`src/rtl/core/blfp_pkg.sv`:
```
// Package for the backlight fade and PWM reload unit: widths, codes, reset values, structs.
// Stands alone; every other file in rtl/core refers to it by scoped names.
package blfp_pkg;

    localparam int RELOAD_WIDTH  = 16;
    localparam int COMPARE_WIDTH = RELOAD_WIDTH - 1;
    localparam int LEVEL_W       = 8;
    localparam int STEP_W        = 8;
    localparam int CLOCK_W       = 32;
    localparam int PRESCALE_W    = 16;
    localparam int PRODUCT_W     = LEVEL_W + PRESCALE_W;
    localparam int OPCODE_W      = 2;
    localparam int CFG_INDEX_W   = 3;
    localparam int CFG_DATA_W    = 32;

    // One multiplier bit and one quotient bit per cycle
    localparam int MUL_STEPS = LEVEL_W;
    localparam int DIV_STEPS = CLOCK_W;
    localparam int MUL_CNT_W = $clog2(MUL_STEPS);
    localparam int DIV_CNT_W = $clog2(DIV_STEPS);

    localparam logic [LEVEL_W-1:0]      LEVEL_FULL = 8'hFF;
    localparam logic [LEVEL_W-1:0]      LEVEL_OFF  = 8'h00;
    localparam logic [RELOAD_WIDTH-1:0] RELOAD_MAX = '1;

    localparam logic [LEVEL_W-1:0]    RST_TARGET_LEVEL = 8'd255;
    localparam logic [STEP_W-1:0]     RST_STEP_SIZE    = 8'd0;
    localparam logic                  RST_FADE_UP      = 1'b0;
    localparam logic [CLOCK_W-1:0]    RST_CORE_CLOCK   = 32'd72000000;
    localparam logic [PRESCALE_W-1:0] RST_PRESCALE     = 16'd18;
    localparam logic [LEVEL_W-1:0]    RST_LEVEL        = 8'd255;

    typedef enum logic [OPCODE_W-1:0] {
        OP_TICK       = 2'd0,
        OP_SET_LEVEL  = 2'd1,
        OP_START_FADE = 2'd2
    } blfp_op_t;

    typedef enum logic [CFG_INDEX_W-1:0] {
        CFG_TARGET_LEVEL   = 3'd0,
        CFG_STEP_SIZE      = 3'd1,
        CFG_FADE_UP        = 3'd2,
        CFG_CORE_CLOCK     = 3'd3,
        CFG_TIMER_PRESCALE = 3'd4
    } blfp_cfg_idx_t;

    typedef enum logic [2:0] {
        SEQ_IDLE,
        SEQ_LOAD,
        SEQ_MUL,
        SEQ_DIV,
        SEQ_HOLD
    } blfp_seq_t;

    typedef struct packed {
        logic [LEVEL_W-1:0] level;
        logic               fading;
    } blfp_fade_st_t;

    typedef struct packed {
        logic [CLOCK_W-1:0]    clock_hz;
        logic [PRESCALE_W-1:0] prescale;
    } blfp_timer_cfg_t;

endpackage

```
`src/rtl/core/blfp_ifs.sv`:
```
// Handshake channels of the backlight fade unit: item request, result and register write.
// Depends on blfp_pkg for field widths.
interface blfp_item_if;
    logic                               valid;
    logic                               ready;
    logic [blfp_pkg::OPCODE_W-1:0]      opcode;
    logic [blfp_pkg::LEVEL_W-1:0]       new_level;

    modport source (output valid, opcode, new_level, input ready);
    modport sink   (input valid, opcode, new_level, output ready);
endinterface

interface blfp_result_if;
    logic                                valid;
    logic                                ready;
    logic [blfp_pkg::LEVEL_W-1:0]        level;
    logic [blfp_pkg::RELOAD_WIDTH-1:0]   reload;
    logic [blfp_pkg::COMPARE_WIDTH-1:0]  compare;
    logic                                fading;
    logic                                fault;

    modport source (output valid, level, reload, compare, fading, fault, input ready);
    modport sink   (input valid, level, reload, compare, fading, fault, output ready);
endinterface

interface blfp_cfg_if;
    logic                               valid;
    logic                               ready;
    logic [blfp_pkg::CFG_INDEX_W-1:0]   index;
    logic [blfp_pkg::CFG_DATA_W-1:0]    data;

    modport source (output valid, index, data, input ready);
    modport sink   (input valid, index, data, output ready);
endinterface

```
`src/rtl/core/backlight_fade_pwm_reload_unit.sv`:
```
// Backlight fade engine with PWM timer reload: one result per request, one request at a time.
// From accepted request to valid result: a load state, 8 serial multiply steps
// (level x prescaler), 32 serial divide steps (clock / product), then the hand-over.
// A new request is taken only once the last result is handed over; a result not yet taken
// when the next one finishes holds the engine and stalls further requests. Reset (rst_n,
// async low) restores the register defaults, level 255, fade off, and empties the output.
module backlight_fade_pwm_reload_unit (
    input  logic            clk,
    input  logic            rst_n,
    blfp_item_if.sink       item,
    blfp_result_if.source   result,
    blfp_cfg_if.sink        cfg
);

    blfp_pkg::blfp_seq_t        seq_reg, seq_next;
    blfp_pkg::blfp_fade_st_t    fade_st;
    blfp_pkg::blfp_timer_cfg_t  timer_cfg;

    logic                                   fire;
    logic                                   mul_start, mul_done;
    logic                                   div_start, div_done;
    logic                                   load_out;
    logic [blfp_pkg::PRODUCT_W-1:0]         product;
    logic [blfp_pkg::CLOCK_W-1:0]           quotient;
    logic [blfp_pkg::CLOCK_W-1:0]           q_minus1;
    logic [blfp_pkg::RELOAD_WIDTH-1:0]      reload_calc;
    logic                                   fault_calc;

    logic                                   out_valid_reg;
    logic [blfp_pkg::LEVEL_W-1:0]           level_reg;
    logic [blfp_pkg::RELOAD_WIDTH-1:0]      reload_reg;
    logic                                   fading_reg;
    logic                                   fault_reg;

    // Request accepted only when the engine is free; the output register may still be full
    assign item.ready = (seq_reg == blfp_pkg::SEQ_IDLE);
    assign fire       = item.valid && item.ready;

    // Configuration and fade state; the level updates at the accepting edge
    blfp_fade u_fade (
        .clk       (clk),
        .rst_n     (rst_n),
        .cfg       (cfg),
        .fire      (fire),
        .opcode    (item.opcode),
        .new_level (item.new_level),
        .fade_st   (fade_st),
        .timer_cfg (timer_cfg)
    );

    // Divisor: level times prescaler, LSB of level first
    blfp_serial_mul u_mul (
        .clk     (clk),
        .rst_n   (rst_n),
        .start   (mul_start),
        .mcand   (timer_cfg.prescale),
        .mplier  (fade_st.level),
        .done    (mul_done),
        .product (product)
    );

    // Quotient: core clock over the divisor, MSB first
    blfp_serial_div u_div (
        .clk      (clk),
        .rst_n    (rst_n),
        .start    (div_start),
        .dividend (timer_cfg.clock_hz),
        .divisor  (product),
        .done     (div_done),
        .quotient (quotient)
    );

    // Next state of the sequencer
    always_comb
    begin
        seq_next = seq_reg;
        case (seq_reg)
            blfp_pkg::SEQ_IDLE: if (fire)     seq_next = blfp_pkg::SEQ_LOAD;
            blfp_pkg::SEQ_LOAD:               seq_next = blfp_pkg::SEQ_MUL;
            blfp_pkg::SEQ_MUL:  if (mul_done) seq_next = blfp_pkg::SEQ_DIV;
            blfp_pkg::SEQ_DIV:
            begin
                if (div_done)
                    seq_next = load_out ? blfp_pkg::SEQ_IDLE : blfp_pkg::SEQ_HOLD;
            end
            blfp_pkg::SEQ_HOLD: if (load_out) seq_next = blfp_pkg::SEQ_IDLE;
            default:                          seq_next = blfp_pkg::SEQ_IDLE;
        endcase
    end

    // Sequencer outputs: start pulses and the hand-over into the output register
    always_comb
    begin
        mul_start = (seq_reg == blfp_pkg::SEQ_LOAD);
        div_start = (seq_reg == blfp_pkg::SEQ_MUL) && mul_done;
        load_out  = (((seq_reg == blfp_pkg::SEQ_DIV) && div_done) ||
                     (seq_reg == blfp_pkg::SEQ_HOLD)) &&
                    (!out_valid_reg || result.ready);
    end

    always_ff @(posedge clk or negedge rst_n)
    begin
        if (!rst_n)
            seq_reg <= blfp_pkg::SEQ_IDLE;
        else
            seq_reg <= seq_next;
    end

    // Clamp the reload: zero divisor saturates high, zero quotient floors at 0,
    // a quotient past the reload range saturates high; all three flag a fault.
    // Divider and multiplier hold their results until the next start.
    assign q_minus1 = quotient - 1'b1;

    always_comb
    begin
        reload_calc = q_minus1[blfp_pkg::RELOAD_WIDTH-1:0];
        fault_calc  = 1'b0;
        if (product == '0)
        begin
            reload_calc = blfp_pkg::RELOAD_MAX;
            fault_calc  = 1'b1;
        end
        else if (quotient == '0)
        begin
            reload_calc = '0;
            fault_calc  = 1'b1;
        end
        else if (q_minus1 > {{(blfp_pkg::CLOCK_W-blfp_pkg::RELOAD_WIDTH){1'b0}},
                             blfp_pkg::RELOAD_MAX})
        begin
            reload_calc = blfp_pkg::RELOAD_MAX;
            fault_calc  = 1'b1;
        end
    end

    // Output register: fill on hand-over, drop the valid once the result is taken
    always_ff @(posedge clk or negedge rst_n)
    begin
        if (!rst_n)
            out_valid_reg <= 1'b0;
        else if (load_out)
            out_valid_reg <= 1'b1;
        else if (result.ready)
            out_valid_reg <= 1'b0;
    end

    always_ff @(posedge clk)
    begin
        if (load_out)
        begin
            level_reg  <= fade_st.level;
            reload_reg <= reload_calc;
            fading_reg <= fade_st.fading;
            fault_reg  <= fault_calc;
        end
    end

    assign result.valid   = out_valid_reg;
    assign result.level   = level_reg;
    assign result.reload  = reload_reg;
    assign result.compare = reload_reg[blfp_pkg::RELOAD_WIDTH-1:1];
    assign result.fading  = fading_reg;
    assign result.fault   = fault_reg;

    // A finished multiply only ever lands while the sequencer waits for it
    assert property (@(posedge clk) disable iff (!rst_n)
        mul_done |-> (seq_reg == blfp_pkg::SEQ_MUL))
        else $error("multiplier finished outside its phase");

    // Same for the divider
    assert property (@(posedge clk) disable iff (!rst_n)
        div_done |-> (seq_reg == blfp_pkg::SEQ_DIV))
        else $error("divider finished outside its phase");

    // Holding a result is only legal while the output register is occupied
    assert property (@(posedge clk) disable iff (!rst_n)
        (seq_reg == blfp_pkg::SEQ_HOLD) |-> out_valid_reg)
        else $error("result held with an empty output register");

    // An accepted request always starts the multiply on the next cycle
    assert property (@(posedge clk) disable iff (!rst_n)
        fire |=> mul_start)
        else $error("accepted request did not start the multiplier");

endmodule

```
`src/rtl/core/blfp_fade.sv`:
```
// Configuration registers and the level / fade state of the backlight fade unit.
// Depends on blfp_pkg and blfp_cfg_if.
module blfp_fade (
    input  logic                             clk,
    input  logic                             rst_n,
    blfp_cfg_if.sink                         cfg,
    input  logic                             fire,
    input  logic [blfp_pkg::OPCODE_W-1:0]    opcode,
    input  logic [blfp_pkg::LEVEL_W-1:0]     new_level,
    output blfp_pkg::blfp_fade_st_t          fade_st,
    output blfp_pkg::blfp_timer_cfg_t        timer_cfg
);

    logic [blfp_pkg::LEVEL_W-1:0]    target_reg;
    logic [blfp_pkg::STEP_W-1:0]     step_reg;
    logic                            fade_up_reg;
    logic [blfp_pkg::CLOCK_W-1:0]    clock_reg;
    logic [blfp_pkg::PRESCALE_W-1:0] prescale_reg;
    logic [blfp_pkg::LEVEL_W-1:0]    level_reg,  level_next;
    logic                            fading_reg, fading_next;
    logic [blfp_pkg::LEVEL_W:0]      sum_up;

    assign cfg.ready = 1'b1;

    always_ff @(posedge clk or negedge rst_n)
    begin
        if (!rst_n)
        begin
            target_reg   <= blfp_pkg::RST_TARGET_LEVEL;
            step_reg     <= blfp_pkg::RST_STEP_SIZE;
            fade_up_reg  <= blfp_pkg::RST_FADE_UP;
            clock_reg    <= blfp_pkg::RST_CORE_CLOCK;
            prescale_reg <= blfp_pkg::RST_PRESCALE;
        end
        else if (cfg.valid)
        begin
            case (cfg.index)
                blfp_pkg::CFG_TARGET_LEVEL:   target_reg   <= cfg.data[blfp_pkg::LEVEL_W-1:0];
                blfp_pkg::CFG_STEP_SIZE:      step_reg     <= cfg.data[blfp_pkg::STEP_W-1:0];
                blfp_pkg::CFG_FADE_UP:        fade_up_reg  <= cfg.data[0];
                blfp_pkg::CFG_CORE_CLOCK:     clock_reg    <= cfg.data[blfp_pkg::CLOCK_W-1:0];
                blfp_pkg::CFG_TIMER_PRESCALE: prescale_reg <= cfg.data[blfp_pkg::PRESCALE_W-1:0];
                default: ;
            endcase
        end
    end

    assign sum_up = {1'b0, level_reg} + {1'b0, step_reg};

    always_comb
    begin
        level_next  = level_reg;
        fading_next = fading_reg;
        if (fire)
        begin
            case (opcode)
                blfp_pkg::OP_TICK:
                begin
                    if (fading_reg)
                    begin
                        if (fade_up_reg)
                        begin
                            if (level_reg >= target_reg)
                                fading_next = 1'b0;
                            else if (sum_up[blfp_pkg::LEVEL_W])
                            begin
                                level_next  = blfp_pkg::LEVEL_FULL;
                                fading_next = 1'b0;
                            end
                            else
                                level_next = sum_up[blfp_pkg::LEVEL_W-1:0];
                        end
                        else
                        begin
                            if (level_reg <= target_reg)
                                fading_next = 1'b0;
                            else if (level_reg < step_reg)
                            begin
                                level_next  = blfp_pkg::LEVEL_OFF;
                                fading_next = 1'b0;
                            end
                            else
                                level_next = level_reg - step_reg;
                        end
                    end
                end
                blfp_pkg::OP_SET_LEVEL:  level_next  = new_level;
                blfp_pkg::OP_START_FADE: fading_next = 1'b1;
                default: ;
            endcase
        end
    end

    always_ff @(posedge clk or negedge rst_n)
    begin
        if (!rst_n)
        begin
            level_reg  <= blfp_pkg::RST_LEVEL;
            fading_reg <= 1'b0;
        end
        else
        begin
            level_reg  <= level_next;
            fading_reg <= fading_next;
        end
    end

    assign fade_st.level      = level_reg;
    assign fade_st.fading     = fading_reg;
    assign timer_cfg.clock_hz = clock_reg;
    assign timer_cfg.prescale = prescale_reg;

endmodule

```
`src/rtl/core/blfp_serial_mul.sv`:
```
// Bit-serial shift-and-add multiplier: level times prescaler, one level bit per cycle.
// Depends on blfp_pkg.
module blfp_serial_mul (
    input  logic                               clk,
    input  logic                               rst_n,
    input  logic                               start,
    input  logic [blfp_pkg::PRESCALE_W-1:0]    mcand,
    input  logic [blfp_pkg::LEVEL_W-1:0]       mplier,
    output logic                               done,
    output logic [blfp_pkg::PRODUCT_W-1:0]     product
);

    logic [blfp_pkg::PRODUCT_W-1:0] mcand_reg,  mcand_next;
    logic [blfp_pkg::PRODUCT_W-1:0] acc_reg,    acc_next;
    logic [blfp_pkg::LEVEL_W-1:0]   mplier_reg, mplier_next;
    logic [blfp_pkg::MUL_CNT_W-1:0] cnt_reg,    cnt_next;
    logic                           busy_reg,   busy_next;
    logic                           done_reg,   done_next;

    always_comb
    begin
        mcand_next  = mcand_reg;
        acc_next    = acc_reg;
        mplier_next = mplier_reg;
        cnt_next    = cnt_reg;
        busy_next   = busy_reg;
        done_next   = 1'b0;
        if (start)
        begin
            mcand_next  = {{(blfp_pkg::PRODUCT_W-blfp_pkg::PRESCALE_W){1'b0}}, mcand};
            mplier_next = mplier;
            acc_next    = '0;
            cnt_next    = '0;
            busy_next   = 1'b1;
        end
        else if (busy_reg)
        begin
            if (mplier_reg[0])
                acc_next = acc_reg + mcand_reg;
            mcand_next  = mcand_reg << 1;
            mplier_next = mplier_reg >> 1;
            cnt_next    = cnt_reg + 1'b1;
            if (cnt_reg == blfp_pkg::MUL_CNT_W'(blfp_pkg::MUL_STEPS - 1))
            begin
                busy_next = 1'b0;
                done_next = 1'b1;
            end
        end
    end

    always_ff @(posedge clk or negedge rst_n)
    begin
        if (!rst_n)
        begin
            cnt_reg  <= '0;
            busy_reg <= 1'b0;
            done_reg <= 1'b0;
        end
        else
        begin
            cnt_reg  <= cnt_next;
            busy_reg <= busy_next;
            done_reg <= done_next;
        end
    end

    always_ff @(posedge clk)
    begin
        mcand_reg  <= mcand_next;
        acc_reg    <= acc_next;
        mplier_reg <= mplier_next;
    end

    assign done    = done_reg;
    assign product = acc_reg;

endmodule

```
`src/rtl/core/blfp_serial_div.sv`:
```
// Restoring bit-serial divider: core clock over divisor, one quotient bit per cycle.
// Depends on blfp_pkg.
module blfp_serial_div (
    input  logic                               clk,
    input  logic                               rst_n,
    input  logic                               start,
    input  logic [blfp_pkg::CLOCK_W-1:0]       dividend,
    input  logic [blfp_pkg::PRODUCT_W-1:0]     divisor,
    output logic                               done,
    output logic [blfp_pkg::CLOCK_W-1:0]       quotient
);

    // Dividend bits leave at the top of q_reg while quotient bits enter at the bottom
    logic [blfp_pkg::CLOCK_W-1:0]   q_reg,    q_next;
    logic [blfp_pkg::PRODUCT_W-1:0] rem_reg,  rem_next;
    logic [blfp_pkg::PRODUCT_W-1:0] dsr_reg,  dsr_next;
    logic [blfp_pkg::DIV_CNT_W-1:0] cnt_reg,  cnt_next;
    logic                           busy_reg, busy_next;
    logic                           done_reg, done_next;
    logic [blfp_pkg::PRODUCT_W:0]   rem_sh;
    logic [blfp_pkg::PRODUCT_W:0]   diff;
    logic                           fits;

    assign rem_sh = {rem_reg, q_reg[blfp_pkg::CLOCK_W-1]};
    assign diff   = rem_sh - {1'b0, dsr_reg};
    assign fits   = (rem_sh >= {1'b0, dsr_reg});

    always_comb
    begin
        q_next    = q_reg;
        rem_next  = rem_reg;
        dsr_next  = dsr_reg;
        cnt_next  = cnt_reg;
        busy_next = busy_reg;
        done_next = 1'b0;
        if (start)
        begin
            q_next    = dividend;
            rem_next  = '0;
            dsr_next  = divisor;
            cnt_next  = '0;
            busy_next = 1'b1;
        end
        else if (busy_reg)
        begin
            rem_next = fits ? diff[blfp_pkg::PRODUCT_W-1:0] : rem_sh[blfp_pkg::PRODUCT_W-1:0];
            q_next   = {q_reg[blfp_pkg::CLOCK_W-2:0], fits};
            cnt_next = cnt_reg + 1'b1;
            if (cnt_reg == blfp_pkg::DIV_CNT_W'(blfp_pkg::DIV_STEPS - 1))
            begin
                busy_next = 1'b0;
                done_next = 1'b1;
            end
        end
    end

    always_ff @(posedge clk or negedge rst_n)
    begin
        if (!rst_n)
        begin
            cnt_reg  <= '0;
            busy_reg <= 1'b0;
            done_reg <= 1'b0;
        end
        else
        begin
            cnt_reg  <= cnt_next;
            busy_reg <= busy_next;
            done_reg <= done_next;
        end
    end

    always_ff @(posedge clk)
    begin
        q_reg   <= q_next;
        rem_reg <= rem_next;
        dsr_reg <= dsr_next;
    end

    assign done     = done_reg;
    assign quotient = q_reg;

endmodule
```
`src/flat_wrapper.sv`:
```
// flat-port wrapper written by rule: the top's interface ports become plain ports
module backlight_fade_pwm_reload_unit_flat 
  (clk, rst_n, item_valid, item_opcode, item_new_level, item_ready, result_valid, result_level, result_reload, result_compare, result_fading, result_fault, result_ready, cfg_valid, cfg_index, cfg_data, cfg_ready);
  blfp_item_if item_i ();
  blfp_result_if result_i ();
  blfp_cfg_if cfg_i ();
  input  logic clk;
  input  logic rst_n;
  input wire logic [$bits(item_i.valid)-1:0] item_valid;
  input wire logic [$bits(item_i.opcode)-1:0] item_opcode;
  input wire logic [$bits(item_i.new_level)-1:0] item_new_level;
  output wire logic [$bits(item_i.ready)-1:0] item_ready;
  output wire logic [$bits(result_i.valid)-1:0] result_valid;
  output wire logic [$bits(result_i.level)-1:0] result_level;
  output wire logic [$bits(result_i.reload)-1:0] result_reload;
  output wire logic [$bits(result_i.compare)-1:0] result_compare;
  output wire logic [$bits(result_i.fading)-1:0] result_fading;
  output wire logic [$bits(result_i.fault)-1:0] result_fault;
  input wire logic [$bits(result_i.ready)-1:0] result_ready;
  input wire logic [$bits(cfg_i.valid)-1:0] cfg_valid;
  input wire logic [$bits(cfg_i.index)-1:0] cfg_index;
  input wire logic [$bits(cfg_i.data)-1:0] cfg_data;
  output wire logic [$bits(cfg_i.ready)-1:0] cfg_ready;
  assign item_i.valid = item_valid;
  assign item_i.opcode = item_opcode;
  assign item_i.new_level = item_new_level;
  assign item_ready = item_i.ready;
  assign result_valid = result_i.valid;
  assign result_level = result_i.level;
  assign result_reload = result_i.reload;
  assign result_compare = result_i.compare;
  assign result_fading = result_i.fading;
  assign result_fault = result_i.fault;
  assign result_i.ready = result_ready;
  assign cfg_i.valid = cfg_valid;
  assign cfg_i.index = cfg_index;
  assign cfg_i.data = cfg_data;
  assign cfg_ready = cfg_i.ready;
  backlight_fade_pwm_reload_unit u_core (.clk(clk), .rst_n(rst_n), .item(item_i), .result(result_i), .cfg(cfg_i));
endmodule
```
`config.mk`:
```
export PLATFORM = sky130hd
export DESIGN_NAME = backlight_fade_pwm_reload_unit_flat
export DESIGN_NICKNAME = d
export VERILOG_FILES = /design/src/rtl/core/blfp_pkg.sv /design/src/rtl/core/blfp_ifs.sv /design/src/rtl/core/backlight_fade_pwm_reload_unit.sv /design/src/rtl/core/blfp_fade.sv /design/src/rtl/core/blfp_serial_mul.sv /design/src/rtl/core/blfp_serial_div.sv /design/src/flat_wrapper.sv
export SDC_FILE = /design/constraint.sdc
export NUM_CORES = 1
export LEC_CHECK = 0
export BUFFER_PORTS_ARGS = -buffer_cell sky130_fd_sc_hd__buf_2
export CAP_MARGIN = 20
export CORE_MARGIN = 2
export CORE_UTILIZATION = 54
export CTS_CLUSTER_SIZE = 28
export DETAILED_ROUTE_END_ITERATION = 6
export GPL_TIMING_DRIVEN = 0
export PLACE_DENSITY = 0.8
export SLEW_MARGIN = 20
export SYNTH_ARGS = -nofsm -noshare
export SYNTH_HDL_FRONTEND = slang
export SYNTH_SLANG_ARGS = --single-unit
```
`constraint.sdc`:
```
create_clock -name clk -period 2.8 [get_ports clk]
set_input_delay 0.56 -clock clk [delete_from_list [all_inputs] [get_ports clk]]
set_output_delay 0.56 -clock clk [all_outputs]
set_load 0.02 [all_outputs]
```
==> reports/qor.yml <==
synthesis:
  synth_edf_count: 106
  synth_top_area_frac: 0.229
  synth_area_per_cell_um2: 9.89
  syn_area_um2: 13900
  yosysTopAreaCell: "edfxtp_1"
  synth-main-ff-cell: "edfxtp_1"
  synthTopCellsByArea: "edfxtp_1 (23%), dfrtp_1 (12%), dfxtp_1 (8.1%)"
  synthArstFlopShare: 0.357
  synth-seq-cells: 252
  ys_seq_area_frac: 0.475
  syn_inst: 1403
  syn_nets: 1533
  yosysWarnings: 0
  synthDistinctLibCells: 84
grt:
  grt-ovfl-total: 0
  grtUsageTotal: 0.253
  grt_pass1_vias: 10750
  antenna_found_initial: 0
  grt_max_degree: 79
  grt_pass1_wl_mm: 54.6
clock_network:
  htreeDepth: 1
  cts_buffer_depth: 3
  cts_made_buffers: 27
  cts.root.buffer_cell: "clkbuf_16"
  numClockSinks: 252
  cts_tree: "built"
  clkLatencyLatePin_ns: 0.54
  clk_pin_slew_ns: 0.06
critical_path:
  crit_top_cell: "buf_12"
  cp_top_family: "compound AO/OA/AOI/OAI gates"
  timing.rr.end: "u_core.u_div.rem_reg[12]"
  cp_num_buf_inv: 3
  path_class: "flip-flop to flip-flop"
  crit_fanout: 10
  crit_path_start_kind: "flip-flop"
  critPathArrivalTime_ns: 3.15
  r2r_slack_ns: 0.04
  cp.required_ns: 3.20
  worst_path_max_delay_cell: "edfxtp_1"
  crit_path_max_incr_delay_ns: 0.42
  cp-end-kind: "flip-flop"
  path_cells: "inv_1 -> ha_1 -> nor2b_1 -> o21ba_2 -> o311ai_4 -> a21o_1 -> a311oi_4 -> or2_1 -> buf_12 -> buf_12 -> mux2i_1 -> a21oi_1"
  r2r-start: "u_core.u_div.dsr_reg[1]"
  reg2regPathDepth: 12
floorplanning:
  die_w_um: 164
  initial_core_util: 0.551
  ios: 94
  coreArea_um2: 25200
  fp.dieH_um: 164
  num_rows: 58
  dieArea_um2: 27000
layout:
  nets: 1673
  final_common_cell: "nand2_1"
  syn_to_final_growth_pct: 16.8
  drive_above_1_share: 0.199
  final_cell_mix: "nand2_1 (221), edfxtp_1 (106), buf_2 (94)"
  design_area_um2: 16200
  antenna_cells: 0
  final_core_util: 0.644
timing:
  finalCriticalPeriod_ns: 2.76
  fin_crit_sh: 0.985
  tightest_slew_ns: 0.896
  setup_viol: 0
  rsz0062_at_grt: "true"
  fin_hold_ws_ns: 0.260
  maxSlewViolCount: 0
  clock-skew-final_ns: 0.00743
  setup_ws_ns: 0.0432
  hold_violations: 0
  slew_headroom: 0.401
  max_freq_ghz: 0.363
detailed_routing:
  drcViolationCount: 0
  detail-route-antenna-nets: 0
  routedWlPerCell_um: 18.2
  vias_per_cell: 5.89
  routed_wl_mm: 34.5
  dr.pass1.iters: 7
  drtIter0Drc: 882
  num_vias: 11159
place:
  io_buffer_count: 92
  dpl_worst_slack_ns: -0.294
  dpl.hpwl_mm: 24.8
  placed_area_um2: 14900
  gp_congestion: 0.947
min_path:
  worstHoldPathCells: 2
  worstHoldStart: "cfg_data[19]"
  hold_class: "primary input to flip-flop"
  min_to: "u_core.u_fade.clock_reg[19]"
pwr:
  ir_drop_uv: 672
  leakagePower_nw: 6.91
  p_per_area_nw_per_um2: 844
outcome:
  status: "completed"
flow_run:
  drv_cap: 0
-- Yosys cell counts (all sizes together), types with 4 or more instances --
master  instances
o211ai          5
a211oi         16
a221oi          6
xor2           17
a31oi          13
nor4           17
a41oi           4
nor2           86
and2            9
and3           13
nand2         223
dfxtp          56
or4             4
o21a           15
clkbuf         39
edfxtp        106
o31ai          12
o21bai         10
inv            70
ha             76
nand3          30
nor3           31
a22o            4
a21oi          84
o21ai          84
or3             7
fa              4
mux2i          29
nand2b         11
buf            28
mux2           52
dfrtp          65
a21o           30
dfstp          25
xnor2          40
nand4          13
nor2b          14
nor3b           7
-- final cells by class --
class | instances | area (µm²)
inverters | 72 | 270
clock buffers | 36 | 782
clock inverters | 14 | 186
repair buffers | 112 | 679
plain buffers | 66 | 363
well taps | 330 | 413
flip-flops and latches | 252 | 6590
multi-input cells | 1012 | 6930
fillers | 1886 | 8970
-- how the worst max path moves through the flow --
stage | from | end | cells after the start
after CTS | u_core.u_fade.level_reg[0] | u_core.u_fade.level_reg[6] | 12
after global placement | u_core.seq_reg[0] | u_core.result.level[6] | 3
final | u_core.u_div.dsr_reg[1] | u_core.u_div.rem_reg[12] | 12
after detailed placement | u_core.u_fade.level_reg[0] | u_core.u_fade.level_reg[6] | 12
after global routing | u_core.u_div.dsr_reg[14] | u_core.u_div.rem_reg[12] | 11
after floorplan | u_core.u_fade.level_reg[0] | u_core.u_fade.fading_reg | 12
-- cell families (layout without fill, tap and decap cells) --
family / Yosys count / in the layout / share of synthesized area
AOI/OAI and AO/OA: 317 / 317 / 0.148
xor gates and xnor gates: 57 / 57 / 0.0360
adders and majority gates: 80 / 80 / 0.0743
buffers and inverters: 139 / 300 / 0.0448
DFF: 252 / 252 / 0.475
muxes: 81 / 81 / 0.0631
other: 1 / 1 / 0.000270
and+or+nand+nor: 476 / 476 / 0.159
-- stage by stage --
stage / setup TNS (ns) / std cells / power [mW]
after floorplan: 0 / 1403 / 8.39
after global placement: -51.32 / 1825 / 9.29
after detailed placement: -14.26 / 1828 / 9.44
after CTS: 0 / 1884 / 13.4
after global routing: -0.571 / 1894 / 14.4
final: 0 / 1894 / 13.7
-- power by group --
group	switching [mW]	internal, mW
Sequential	0.557	4.54
Combinational	2.58	2.17
Clock	1.49	2.34
-- layer usage --
layer,share of wire,track usage,up-vias
li1,-,-,5292
met1,0.43,0.332,5393
met2,0.48,0.433,384
met3,0.059,0.0328,90
met4,0.031,0.0845,0
met5,0,0,-
-- repair_timing --
| item | in CTS | in global routing |
|---|---|---|
| setup endpoints to repair | 103 | 122 |
| pin swaps | 8 | 11 |
| resized for setup | 16 | 39 |
| cloned | 0 | 0 |
| buffers inserted | 5 | 11 |
| hold endpoints to repair | 6 | 0 |
| hold buffers | 1 | 0 |
No activity file was read; power rests on OpenSTA's default activity.
